## src/rtl/flp_pkg.sv

```systemverilog
// Package for the fixed-point line projection unit.
// Shared constants, types and helpers; no dependencies.
package flp_pkg;

  localparam int unsigned CfgIdxW = 3;
  localparam int unsigned CfgDataW = 64;
  localparam int unsigned CoordW = 32;
  localparam int unsigned AlphaW = 9;
  localparam int unsigned CenterW = 12;
  localparam int unsigned QDepth = 4;
  localparam int unsigned QPtrW = 2;
  localparam int unsigned DivStages = 32;

  localparam logic [CfgIdxW-1:0] REG_R0_01 = 3'd0;
  localparam logic [CfgIdxW-1:0] REG_R0_23 = 3'd1;
  localparam logic [CfgIdxW-1:0] REG_R1_01 = 3'd2;
  localparam logic [CfgIdxW-1:0] REG_R1_23 = 3'd3;
  localparam logic [CfgIdxW-1:0] REG_R2_01 = 3'd4;
  localparam logic [CfgIdxW-1:0] REG_R2_23 = 3'd5;
  localparam logic [CfgIdxW-1:0] REG_CX = 3'd6;
  localparam logic [CfgIdxW-1:0] REG_CY = 3'd7;

  localparam logic signed [CoordW-1:0] NEAR_LIMIT = 32'sh0000_0400;
  localparam logic [CoordW-1:0] FAR_OFFSET = 32'h0000_2000;

  // Item handed from the transform front end to the divider back end.
  typedef struct packed {
    logic draw;
    logic [CoordW-1:0] nx;
    logic [CoordW-1:0] ny;
    logic [CoordW-1:0] depth;
    logic [AlphaW-1:0] alpha;
  } proj_item_t;

  typedef struct packed {
    logic draw;
    logic [CoordW-1:0] start_x;
    logic [CoordW-1:0] start_y;
    logic [CoordW-1:0] end_x;
    logic [CoordW-1:0] end_y;
    logic [AlphaW-1:0] alpha;
  } proj_res_t;

  // Product of a coordinate and a matrix entry, shifted right by 8, low 32 bits.
  function automatic logic [CoordW-1:0] scaled_term(input logic [63:0] prod);
    scaled_term = prod[CoordW+7:8];
  endfunction

endpackage

```

## src/rtl/flp_queue.sv

```systemverilog
// Short queue between front and back ends, also the result queue.
// Depends on flp_pkg. Registered storage, QDepth entries.
module flp_queue import flp_pkg::*; #(
  parameter int unsigned Width = 1
) (
  input  logic clk,
  input  logic rst_n,
  input  logic push,
  input  logic [Width-1:0] wdata,
  input  logic pop,
  output logic [Width-1:0] rdata,
  output logic empty,
  output logic full,
  output logic almost_full
);

  logic [Width-1:0] mem_r [QDepth];
  logic [QPtrW-1:0] wp_r, rp_r;
  logic [QPtrW:0] cnt_r;
  logic do_push, do_pop;

  assign empty = (cnt_r == '0);
  assign full = (cnt_r == (QPtrW+1)'(QDepth));
  assign almost_full = (cnt_r >= (QPtrW+1)'(QDepth - 1));
  assign do_push = push && !full;
  assign do_pop = pop && !empty;
  assign rdata = mem_r[rp_r];

  always_ff @(posedge clk) begin
    if (!rst_n) begin
      wp_r <= '0;
      rp_r <= '0;
      cnt_r <= '0;
    end else begin
      if (do_push) wp_r <= wp_r + 1'b1;
      if (do_pop) rp_r <= rp_r + 1'b1;
      cnt_r <= cnt_r + (QPtrW+1)'(do_push) - (QPtrW+1)'(do_pop);
    end
  end

  always_ff @(posedge clk) begin
    if (do_push) mem_r[wp_r] <= wdata;
  end

endmodule

```

## config.mk

```make
export PLATFORM = sky130hd
export DESIGN_NAME = flp_queue
export DESIGN_NICKNAME = d
export VERILOG_FILES = /design/src/rtl/flp_pkg.sv /design/src/rtl/flp_queue.sv
export SDC_FILE = /design/constraint.sdc
export NUM_CORES = 1
export LEC_CHECK = 0
export BUFFER_PORTS_ARGS = -buffer_cell sky130_fd_sc_hd__buf_2
export CORE_MARGIN = 4
export CORE_UTILIZATION = 45
export DETAILED_ROUTE_END_ITERATION = 12
export PLACE_DENSITY = 0.71
export REMOVE_ABC_BUFFERS = 1
export SETUP_SLACK_MARGIN = 0.1
export SYNTH_ARGS = -nofsm -noshare
export SYNTH_HDL_FRONTEND = slang
export SYNTH_SLANG_ARGS = --single-unit
```

## constraint.sdc

```tcl
create_clock -name clk -period 3.5 [get_ports clk]
set_clock_uncertainty 0.15 [all_clocks]
set_input_delay 0.35 -clock clk [delete_from_list [all_inputs] [get_ports clk]]
set_output_delay 0.35 -clock clk [all_outputs]
set_load 0.01 [all_outputs]
```

# Word level (Yosys, flattened, before mapping)

Memory sizes are Yosys's and may differ from the RTL's. A register that Yosys moved wholly into a read port is not among the register bits.
Cells that the tools add are included.

Flip-flop bits (word level): 7
Bits in latches: 0
Memory bits (writable): 4
Memory bits (read-only): 0
Output and inout port bits: 4
Word-level logic and storage cells: 19
Memories: 1

Memories:

| memory | words | bits a word | read ports | clocked after memory_dff | wr ports | RTL line        | RTL |
|---|---|---|---|---|---|---|---|
| mem_r  | 4     | 1           | 1          | 1                        | 1        | flp_queue.sv:17 | `logic [Width-1:0] mem_r [QDepth];` |

Add/sub/neg operators: 4
Multiply operators: 0
Divide/modulo/power cells: 0
Magnitude comparators: 1
Eq/ne operators: 1
Shift operators: 0
Muxes and demuxes: 4
Bitwise gates (word level): 0
Reduce and logical (&&, ||, !) cells: 5

Operators with widths:

| operator              | count |
|---|---|
| $add A2 B1 Y2 const B | 2 |
| $mux W2               | 2 |
| $add A3 B1 Y3         | 1 |
| $eq A3 B3 Y1 const B  | 1 |
| $ge A3 B2 Y1 const B  | 1 |
| $logic_not A3 Y1      | 1 |
| $sub A3 B1 Y3         | 1 |
| $logic_and A1 B1 Y1   | 2 |
| $logic_not A1 Y1      | 2 |
| $mux W1               | 2 |

# Longest topological paths before layout

Word-level depth: 5
Depth in mapped cells: 11

# Worst setup path before layout

No wires, ideal clock.

Kind: register -> register
Start: register cnt_r[1]
End: register cnt_r[2]
Library setup time: 0.115 ns
Arrival time: 1.953 ns
Path slack: 1.282 ns
Stages on the path, launching flop included: 12
Buffers on the path: 1
Period minus slack after synthesis: 2.218 ns
Cell sequence: dfxtp_1 -> nor3b_2 -> nor2b_1 -> buf_6 -> inv_1 -> ha_1 -> inv_1 -> ha_1 -> inv_1 -> fa_1 -> xnor2_1 -> and2_1

Cells in the longest elaborated chain, start to end: 5
Elaborated cells between the ends (all ways): 8

Ends and longest elaborated chain:

| element                | RTL line        | RTL |
|---|---|---|
| from (decl)            | flp_queue.sv:19 | `logic [QPtrW:0] cnt_r;` |
| from (signal assigned) | flp_queue.sv:37 | `cnt_r <= cnt_r + (QPtrW+1)'(do_push) - (QPtrW+1)'(do_pop);` |
| $eq A3 B3 Y1           | flp_queue.sv:23 | `assign full = (cnt_r == (QPtrW+1)'(QDepth));` |
| net full               | flp_queue.sv:13 | `output logic full,` |
| $logic_not A1 Y1       | flp_queue.sv:25 | `assign do_push = push && !full;` |
| $logic_and A1 B1 Y1    | flp_queue.sv:25 |  |
| $add A3 B1 Y3          | flp_queue.sv:37 |  |
| $sub A3 B1 Y3          | flp_queue.sv:37 |  |

The timed path passes the listed nets, and every way through them passes these cells.
A chain may end at the register's enable or synchronous reset.

# Worst setup path after layout

Start: register cnt_r[1]
End: register cnt_r[2]

Cells in the longest elaborated chain, start to end: 5
Elaborated cells between the ends (all ways): 8

Ends and longest elaborated chain:

| element             | RTL line |
|---|---|
| $eq A3 B3 Y1        | flp_queue.sv:23 |
| $logic_not A1 Y1    | flp_queue.sv:25 |
| $logic_and A1 B1 Y1 | flp_queue.sv:25 |
| $add A3 B1 Y3       | flp_queue.sv:37 |
| $sub A3 B1 Y3 *     | flp_queue.sv:37 |

Mark *: on every way between the ends. The rest lies on a longest branch, timed or not.

==> out/metrics.yaml <==
cap_violations: 0
powerDensity_mw_per_mm2: 664
p_leak_nw: 0.313
finalCriticalPeriod_ps: 2510
numPortBuffers: 8
clock-sinks: 13
slew_violations: 0
syn2layout_area_growth_pct: 10.8
die_h_um: 45.9
synthesis.area_um2: 647
crit_arrival_ps: 2540
clock_latency_ps: 280
drc: 0
yosysSeqAreaShare_pct: 46.4
status: "complete, no violations"
pin_count: 9
worst_slew_pin_slew_ps: 496
clkTransAtPathRegs_ps: 80
netlist_instances: 58
layout.nets: 82
cts_buffer_depth: 2
drtIter0Drc: 6
grt_use_total_pct: 10.7
drt_pass1_iterations: 2
period_share_pct: 71.7
num_antenna_cells: 0
hold_viol_final: 0
required_ps: 3530
drive_above_1_share_pct: 20.6
wirelength_um: 919
synth_area_leaders: "dfxtp_1, edfxtp_1, ha_1, and2_1, nand2_1"
cp-end-kind: "flip-flop"
startpoint: "cnt_r[1]"
core-area_mm2: 0.00133
slew_headroom_pct: 66.9
die_area_mm2: 0.00211
synth_top_area_share_pct: 27.9
synthDistinctLibCells: 19
rsz0062_at_grt: "false"
hpwl_um: 706
ys_ff_latch: 13
r2r-start: "cnt_r[1]"
grt_pass1_vias: 390
hp-class: "in2reg"
syn_area_per_cell_um2: 11.2
cts_made_buffers: 3
worstSetupStartpointType: "flip-flop"
antenna_left: 0
post-place-ws_ps: 1010
timing.final.ws_setup_ps: 990
initial_core_util_pct: 48.5
path_class: "reg2reg"
htreeDepth: 1
hp-start: "wdata"
fp-row-count: 13
cts_root_buf: "clkbuf_4"
grt_max_degree: 11
vias: 412
yosysTopAreaCell: "dfxtp_1"
overflow: 0
worst-path-max-fanout: 7
post-cts-setup-buffers: 0
ir_worst_vdd_mv: 0.325
cts_resized: 0
antenna_found_initial: 0
tns_ps: 0
yosysWarningCount: 0
vias_per_cell: 4.96
grt_pass1_wl_um: 1570
gp_congestion: 0.668
setup_viol: 0
fmax_mhz: 398
cts-hold-fix-buffers: 0
wl_per_cell_um: 11.1
die-width_um: 45.9
cts_tree: "built"
==> cell usage after synthesis, drive strengths merged <==
cell and number:
dfxtp 9, ha 7, nand2 7, and2 6, inv 6, edfxtp 4
o21ai 4, nor2b 3, mux2i 2, a21boi 1, buf 1, clkbuf 1
fa 1, mux4 1, nand4bb 1, nor3 1, nor3b 1, or3 1
xnor2 1
==> worst max-delay path, stage by stage (launching register included) <==
cell and delay, ps:
dfxtp_1 460, nor3b_2 80, nor2b_1 410, inv_1 110, ha_1 320, inv_1 60
ha_1 130, inv_1 50, fa_1 370, xnor2_1 130, and2_1 150
==> report_power, final <==
part,internal [mW],total [mW],switching [mW]
logic,0.0837,0.165,0.0816
registers,0.190,0.217,0.0272
clock network,0.0442,0.0939,0.0497
==> layout by cell type, fill, tap and decap left out, drive strengths merged, types with 2 or more instances in the layout <==
| master | n |
|---|---|
| and2 | 6 |
| inv | 6 |
| mux2i | 2 |
| edfxtp | 4 |
| buf | 8 |
| o21ai | 4 |
| nand2 | 7 |
| nor2b | 3 |
| clkbuf | 4 |
| dfxtp | 9 |
| ha | 7 |
==> area by class of cell <==
type                       count  area (um2)
fill                         135         617
multi-input combinational     37         309
sequential                    13         300
timing repair buffer           8        40.0
clock buffer                   4        26.3
inverter                       6        22.5
tap                           15        18.8
==> routing by layer <==
| layer | GRT usage [%] | wire, um |
|---|---|---|
| met3 | 3.56 | 54 |
| met1 | 13.8 | 437 |
| met4 | 6.82 | 31 |
| met5 | 0 | 0 |
| met2 | 15.1 | 395 |
==> path summary, 6_finish.rpt <==
| path | to | slack [ps] | cells after the start |
|---|---|---|---|
| max reg2reg | cnt_r[2] | 990 | 10 |
| max | cnt_r[2] | 990 | 10 |
| min reg2reg | flip-flop | 350 | 2 |
| min | mem_r[3] | 140 | 1 |
==> logic make-up after synthesis <==
group	after synthesis	synth area share, %
DFF	13	46.4
AOI/OAI and AO/OA	5	4.26
muxes	3	6.58
buffers and inverters	8	5.80
adders and majority gates	8	16.6
xor gates and xnor gates	1	1.35
and+or+nand+nor	20	19.0
==> stage by stage <==
stage	area [um2]	hold slack, ps	utilization, %	instances	power [mW]
finish	717	143	53.8	83	0.476
global route	717	142	53.8	83	0.516
CTS	717	139	53.8	83	0.484
detailed placement	691	343	51.8	79	0.389
global placement	691	324	51.8	79	0.381
floorplan	632	299	-	56	0.339
Power figures use the tool's default switching activity.
